==> config.mk <==
export PLATFORM = sky130hd
export DESIGN_NAME = line_raw_stream_deframer
export DESIGN_NICKNAME = d
export VERILOG_FILES = /design/src/rtl/lrsd_pkg.sv /design/src/rtl/line_raw_stream_deframer.sv
export SDC_FILE = /design/constraint.sdc
export NUM_CORES = 1
export LEC_CHECK = 0
export BUFFER_PORTS_ARGS = -buffer_cell sky130_fd_sc_hd__buf_4
export CAP_MARGIN = 0
export CELL_PAD_IN_SITES_DETAIL_PLACEMENT = 1
export CELL_PAD_IN_SITES_GLOBAL_PLACEMENT = 2
export CORE_MARGIN = 4
export CORE_UTILIZATION = 37
export CTS_CLUSTER_SIZE = 10
export DETAILED_ROUTE_END_ITERATION = 7
export GPL_TIMING_DRIVEN = 1
export MAX_ROUTING_LAYER = met4
export PLACE_DENSITY = 0.88
export SLEW_MARGIN = 20
export SYNTH_ARGS = -nofsm -noshare
export SYNTH_HDL_FRONTEND = slang
export SYNTH_SLANG_ARGS = --single-unit
export TNS_END_PERCENT = 5
==> constraint.sdc <==
create_clock -name clk -period 4 [get_ports clk]
set_clock_uncertainty 0.05 [all_clocks]
set_input_delay 0.2 -clock clk [delete_from_list [all_inputs] [get_ports clk]]
set_output_delay 0.2 -clock clk [all_outputs]
set_load 0.01 [all_outputs]
==> src/rtl/lrsd_pkg.sv <==
// lrsd_pkg: result codes, mode codes, the result entry type and keyword
// letters for the line/raw stream deframer.
// No dependencies.
package lrsd_pkg;

	localparam logic [2:0] KIND_LINE_BYTE = 3'd0;
	localparam logic [2:0] KIND_LINE_END  = 3'd1;
	localparam logic [2:0] KIND_RAW_BYTE  = 3'd2;
	localparam logic [2:0] KIND_RAW_END   = 3'd3;
	localparam logic [2:0] KIND_ERROR     = 3'd4;

	localparam logic [1:0] MODE_LINE  = 2'd0;
	localparam logic [1:0] MODE_COUNT = 2'd1;
	localparam logic [1:0] MODE_DATA  = 2'd2;
	localparam logic [1:0] MODE_HALT  = 2'd3;

	localparam logic [7:0] CHAR_NEWLINE = 8'h0A;
	localparam logic [7:0] CHAR_ZERO    = 8'h30;
	localparam logic [7:0] CHAR_NINE    = 8'h39;

	localparam logic [2:0] START_LEN = 3'd3;
	localparam logic [2:0] STOP_LEN  = 3'd6;

	localparam int RES_DEPTH = 4;

	typedef struct packed {
		logic [2:0] kind;
		logic [7:0] data;
	} res_t;

	// Letters of "RAW".
	function automatic logic [7:0] start_char(input logic [1:0] idx);
		logic [7:0] c;
		case (idx)
			2'd0:    c = 8'h52;
			2'd1:    c = 8'h41;
			2'd2:    c = 8'h57;
			default: c = 8'h00;
		endcase
		return c;
	endfunction

	// Letters of "ENDRAW".
	function automatic logic [7:0] stop_char(input logic [2:0] idx);
		logic [7:0] c;
		case (idx)
			3'd0:    c = 8'h45;
			3'd1:    c = 8'h4E;
			3'd2:    c = 8'h44;
			3'd3:    c = 8'h52;
			3'd4:    c = 8'h41;
			3'd5:    c = 8'h57;
			default: c = 8'h00;
		endcase
		return c;
	endfunction

endpackage

==> src/rtl/line_raw_stream_deframer.sv <==
// line_raw_stream_deframer: splits a byte stream into line bytes and raw
// data blocks, with a four-entry result buffer on the output side.
// Depends on lrsd_pkg.
//
//  channel | signals                          | direction
//  --------+----------------------------------+----------
//  in      | in_valid, in_stall, in_byte      | request in
//  out     | out_valid, out_stall, out_kind,  | request out
//          | out_byte, last                   |
//
// A byte is registered on acceptance and decoded in the next cycle into
// zero to four results, which load the result buffer and leave one per cycle
// while out_stall is low, so one byte per cycle if each byte yields at most
// one result; after a "RAW" flush the next byte waits until all have left.
// Reset clears mode and parser state; a stalled output holds the buffer and
// lets one more byte wait in the input register before in_stall rises.
module line_raw_stream_deframer
	import lrsd_pkg::*;
#(
	parameter int COUNT_WIDTH = 32
) (
	input  logic       clk,
	input  logic       arst_n,
	input  logic       in_valid,
	output logic       in_stall,
	input  logic [7:0] in_byte,
	output logic       out_valid,
	input  logic       out_stall,
	output logic [2:0] out_kind,
	output logic [7:0] out_byte,
	output logic       last
);

	localparam int PW = COUNT_WIDTH + 4;

	// input register
	logic       valid_s1;
	logic [7:0] byte_s1;

	// parser state
	logic [1:0]             mode_q;
	logic [2:0]             depth_q;
	logic                   started_q;
	logic [COUNT_WIDTH-1:0] count_q;
	logic                   has_digit_q;
	logic [COUNT_WIDTH-1:0] left_q;

	// result buffer, entry 0 is presented
	res_t       res_q [RES_DEPTH];
	logic [2:0] rem_q;

	logic pop;
	logic buf_free;
	logic go;

	// next-state and result logic
	logic [1:0]             mode_d;
	logic [2:0]             depth_d;
	logic                   started_d;
	logic [COUNT_WIDTH-1:0] count_d;
	logic                   has_digit_d;
	logic [COUNT_WIDTH-1:0] left_d;
	logic [1:0]             flush_cnt;
	logic                   fin_en;
	res_t                   fin;
	logic [2:0]             n_res;
	res_t                   new_res [RES_DEPTH];
	logic                   is_digit;
	logic [PW-1:0]          prod;
	logic                   ovf;

	assign pop      = out_valid && !out_stall;
	assign buf_free = (rem_q == 3'd0) || (rem_q == 3'd1 && pop);
	assign go       = valid_s1 && buf_free;
	assign in_stall = valid_s1 && !buf_free;

	assign out_valid = (rem_q != 3'd0);
	assign out_kind  = res_q[0].kind;
	assign out_byte  = res_q[0].data;
	assign last      = (rem_q == 3'd1);

	assign is_digit = (byte_s1 >= CHAR_ZERO) && (byte_s1 <= CHAR_NINE);
	assign prod = ({4'd0, count_q} << 3) + ({4'd0, count_q} << 1)
		+ {{(PW-4){1'b0}}, byte_s1[3:0]};
	assign ovf = |prod[PW-1:COUNT_WIDTH];

	always_comb begin
		mode_d      = mode_q;
		depth_d     = depth_q;
		started_d   = started_q;
		count_d     = count_q;
		has_digit_d = has_digit_q;
		left_d      = left_q;
		flush_cnt   = 2'd0;
		fin_en      = 1'b0;
		fin.kind    = KIND_ERROR;
		fin.data    = 8'h00;
		case (mode_q)
			MODE_LINE: begin
				if (byte_s1 == CHAR_NEWLINE) begin
					if (!started_q && depth_q == START_LEN) begin
						mode_d = MODE_COUNT;
					end else begin
						flush_cnt = depth_q[1:0];
						fin_en    = 1'b1;
						fin.kind  = KIND_LINE_END;
					end
					depth_d     = 3'd0;
					started_d   = 1'b0;
					count_d     = '0;
					has_digit_d = 1'b0;
				end else if (started_q) begin
					fin_en   = 1'b1;
					fin.kind = KIND_LINE_BYTE;
					fin.data = byte_s1;
				end else if (depth_q < START_LEN && byte_s1 == start_char(depth_q[1:0])) begin
					depth_d = depth_q + 3'd1;
				end else begin
					// mismatch: release the held letters ahead of this byte
					flush_cnt = depth_q[1:0];
					fin_en    = 1'b1;
					fin.kind  = KIND_LINE_BYTE;
					fin.data  = byte_s1;
					depth_d   = 3'd0;
					started_d = 1'b1;
				end
			end
			MODE_COUNT: begin
				if (byte_s1 == CHAR_NEWLINE) begin
					if (depth_q == STOP_LEN) begin
						fin_en   = 1'b1;
						fin.kind = KIND_RAW_END;
						mode_d   = MODE_LINE;
					end else if (depth_q == 3'd0 && has_digit_q) begin
						if (count_q != '0) begin
							left_d = count_q;
							mode_d = MODE_DATA;
						end
					end else begin
						fin_en = 1'b1;
						mode_d = MODE_HALT;
					end
					depth_d     = 3'd0;
					started_d   = 1'b0;
					count_d     = '0;
					has_digit_d = 1'b0;
				end else if (is_digit) begin
					if (depth_q != 3'd0 || ovf) begin
						fin_en      = 1'b1;
						mode_d      = MODE_HALT;
						depth_d     = 3'd0;
						started_d   = 1'b0;
						count_d     = '0;
						has_digit_d = 1'b0;
					end else begin
						count_d     = prod[COUNT_WIDTH-1:0];
						has_digit_d = 1'b1;
					end
				end else if (!has_digit_q && depth_q < STOP_LEN
						&& byte_s1 == stop_char(depth_q)) begin
					depth_d = depth_q + 3'd1;
				end else begin
					fin_en      = 1'b1;
					mode_d      = MODE_HALT;
					depth_d     = 3'd0;
					started_d   = 1'b0;
					count_d     = '0;
					has_digit_d = 1'b0;
				end
			end
			MODE_DATA: begin
				fin_en   = 1'b1;
				fin.kind = KIND_RAW_BYTE;
				fin.data = byte_s1;
				if (left_q != '0) begin
					left_d = left_q - {{(COUNT_WIDTH-1){1'b0}}, 1'b1};
				end
				if (left_q == '0 || left_q == {{(COUNT_WIDTH-1){1'b0}}, 1'b1}) begin
					mode_d = MODE_COUNT;
				end
			end
			default: begin
				// halted: drop every byte
			end
		endcase
	end

	assign n_res = {1'b0, flush_cnt} + {2'b00, fin_en};

	always_comb begin
		for (int i = 0; i < RES_DEPTH; i++) begin
			if (i < int'(flush_cnt)) begin
				new_res[i].kind = KIND_LINE_BYTE;
				new_res[i].data = start_char(2'(i));
			end else begin
				new_res[i] = fin;
			end
		end
	end

	always_ff @(posedge clk or negedge arst_n) begin
		if (!arst_n) begin
			valid_s1 <= 1'b0;
		end else if (!in_stall) begin
			valid_s1 <= in_valid;
		end
	end

	always_ff @(posedge clk) begin
		if (in_valid && !in_stall) begin
			byte_s1 <= in_byte;
		end
	end

	always_ff @(posedge clk or negedge arst_n) begin
		if (!arst_n) begin
			mode_q      <= MODE_LINE;
			depth_q     <= 3'd0;
			started_q   <= 1'b0;
			count_q     <= '0;
			has_digit_q <= 1'b0;
			left_q      <= '0;
		end else if (go) begin
			mode_q      <= mode_d;
			depth_q     <= depth_d;
			started_q   <= started_d;
			count_q     <= count_d;
			has_digit_q <= has_digit_d;
			left_q      <= left_d;
		end
	end

	always_ff @(posedge clk or negedge arst_n) begin
		if (!arst_n) begin
			rem_q <= 3'd0;
		end else if (go) begin
			rem_q <= n_res;
		end else if (pop) begin
			rem_q <= rem_q - 3'd1;
		end
	end

	// load a fresh set of results, or advance the queue on a pop
	always_ff @(posedge clk) begin
		if (go) begin
			for (int i = 0; i < RES_DEPTH; i++) begin
				res_q[i] <= new_res[i];
			end
		end else if (pop) begin
			for (int i = 0; i < RES_DEPTH - 1; i++) begin
				res_q[i] <= res_q[i+1];
			end
		end
	end

endmodule

==> out/qor.csv <==
metric,value,unit
cts_root_buffer,clkbuf_16,
wl,26900,um
period_share,97.1,%
avgViaCountPerCell,5.80,
clk_path_buf_depth,2,
finalMaxSlewViolations,0,
min_path_cells,4,
cts_sinks,127,
status,"complete, no violations",
regToRegEndpoint,rem_q[1],
yosysMostFrequentCell,a21oi_1,
worstMarginPinSlew,846,ps
syn_avg_cell_area,9.33,um2
ioPinCount,26,
start_kind,flip-flop,
syn_to_final_growth,19.4,%
reg2reg_slack,120,ps
ys_warn_count,0,
grt_pass1_wl,43400,um
fp.dieW,162,um
postSynthNetCount,1029,
finalCriticalPeriod,3880,ps
critPathArrivalTime,4190,ps
ir_drop,0.000304,V
io_buffers,25,
setup_violations,0,
dpl.hpwl,19500,um
route.detailed.drc,0,
grt_max_degree,76,
drt_iter0_drc,477,
h-tree-depth,4,
die_y,162,um
ys.flop_type,dfrtp_1,
hold_violations,0,
dp_slack,-142,ps
firstDrtPassIters,5,
core_area,23400,um2
hold_end,rem_q[0],
grt_usage,21.2,%
grt_pass1_vias,8055,
crit_path_end_kind,flip-flop,
yosys-top-cells-area,"dfrtp_1 (21%), edfxtp_1 (18%), ha_1 (11%)",
hp-class,in -> reg,
relSlewSlack,43.1,%
yosysSeqAreaShare,39.2,%
fillers,2742,
yosys.area.top_type,dfrtp_1,
overflow,0,
drv_cap,0,
numCtsBuffers,17,
p_leak,4.69,nW
setup_tns,0,ps
cp_max_fo,2,
synthesis.instances,940,
cellPowerDensity,419,nW/um2
place_inst,1306,
required,4310,ps
netlist_area,8770,um2
worst_slack,117,ps
critPathKind,reg -> reg,
dieArea,26200,um2
synth-edff-count,52,
clock.fmax,258,MHz
final_antenna_net_count,0,
wire_per_inst,19.8,um
vias,7870,
stdcell_count,1358,
worstSkewPairLatency,430,ps
initial_core_util,37.5,%
r2r_start,count_q[0],
num_rows,56,
rr_worst_depth,17,
layout.nets,1115,
hp-start,out_stall,
cts_tree,done,
clk_pin_slew,70,ps
antenna_found_initial,0,
async_flop_share,59.1,%
synth-seq-cells,127,
drive_gt1_share,19.7,%
gp_congestion,0.877,
yosys.area.top_type_share,21.4,%
antennaDiodeCount,0,
fin_util,44.8,%
ys_types,77,
synth_common_cells,"a21oi_1 (91), nand2_1 (90), dfrtp_1 (75), ha_1 (75), nor2_1 (70)",
[what timing repair did]
item                                   in CTS  in global routing
endpoints found under the hold margin      84                  0
setup endpoints to repair                   3                 36
hold buffers                               10                  0
buffers inserted                            6                  4
gates cloned                                0                  0
resized for setup                           7                 14
pin swaps                                   9                 14
[sequential cells by signal, summed over array words and instances (netlist names)]
name	cells
res_q	44
has_digit_q	1
depth_q	3
valid_s1	1
count_q	32
left_q	32
started_q	1
mode_q	2
rem_q	3
byte_s1	8
[routing by layer]
metal	up-vias	GRT usage [%]	wire, um
met2	138	34.9	13200
li1	3728	-	-
met4	0	4.77	384
met5	-	-	0
met1	3971	28.0	12400
met3	33	3.02	921
[logic make-up after synthesis]
| group | count (synthesis) | synth area share (%) |
|---|---|---|
| flip-flops | 127 | 39.2 |
| AND/OR/NAND/NOR | 308 | 17.7 |
| XOR/XNOR | 35 | 3.50 |
| buffers and inverters | 80 | 4.29 |
| multiplexers | 2 | 0.243 |
| AO/OA/AOI/OAI | 311 | 23.9 |
| adder cells (fa/ha/maj) | 77 | 11.2 |
[how the worst max path moves through the flow]
stage | start | to | slack [ps]
final | count_q[0] | rem_q[1] | 120
after global routing | count_q[0] | rem_q[1] | -60
after CTS | byte_s1[3] | rem_q[1] | 5
after detailed placement | byte_s1[3] | rem_q[1] | -140
after global placement | byte_s1[3] | rem_q[1] | 70
after floorplan | byte_s1[3] | rem_q[1] | 0.1
[report_power, final]
| part | total, mW | internal, mW | switching, mW |
|---|---|---|---|
| registers | 1.87 | 1.75 | 0.114 |
| clock network | 1.54 | 0.826 | 0.711 |
| logic | 0.983 | 0.365 | 0.619 |
| total | 4.39 | 2.95 | 1.44 |
[metrics by stage]
| stage | area (um2) | power [mW] | hold WS, ps |
|---|---|---|---|
| 2_1_floorplan | 8780 | 2.44 | -146 |
| 3_3_place_gp | 9640 | 2.78 | 329 |
| 3_5_place_dp | 9640 | 2.84 | 329 |
| 4_1_cts | 10400 | 4.41 | 139 |
| 5_1_grt | 10500 | 4.60 | 193 |
| 6_report | 10500 | 4.39 | 144 |
[final cells by class]
cell class | count | area (um2) | share of cell area (%)
multi-input combinational | 733 | 5050 | 48.2
sequential | 127 | 3440 | 32.8
timing repair buffer | 114 | 892 | 8.52
clock buffer | 17 | 425 | 4.06
tap | 319 | 399 | 3.81
clock inverter | 15 | 141 | 1.35
inverter | 33 | 124 | 1.18
[layout by cell type, fill, tap and decap left out, types with 27 or more instances in the layout]
master	instances
ha_1	73
buf_4	101
o21ai_0	51
a22o_2	27
nand2_1	90
a21oi_1	89
edfxtp_1	52
nor2_1	69
inv_1	28
dfrtp_1	75
[worst max-delay path, cell delays in order (launching register included)]
cell       delay [ps]
dfrtp_1           390
inv_2              70
fa_1              530
inv_2              60
buf_4             130
ha_1              260
a21oi_1            80
o211ai_1          290
a211oi_2          130
nor3_1            370
o31a_1            220
a2bb2oi_2         230
nand3_4           110
a211o_1           320
ha_2              200
ha_4              260
nand2_1            60
o21ai_2            70
Power figures use the tool's default switching activity.
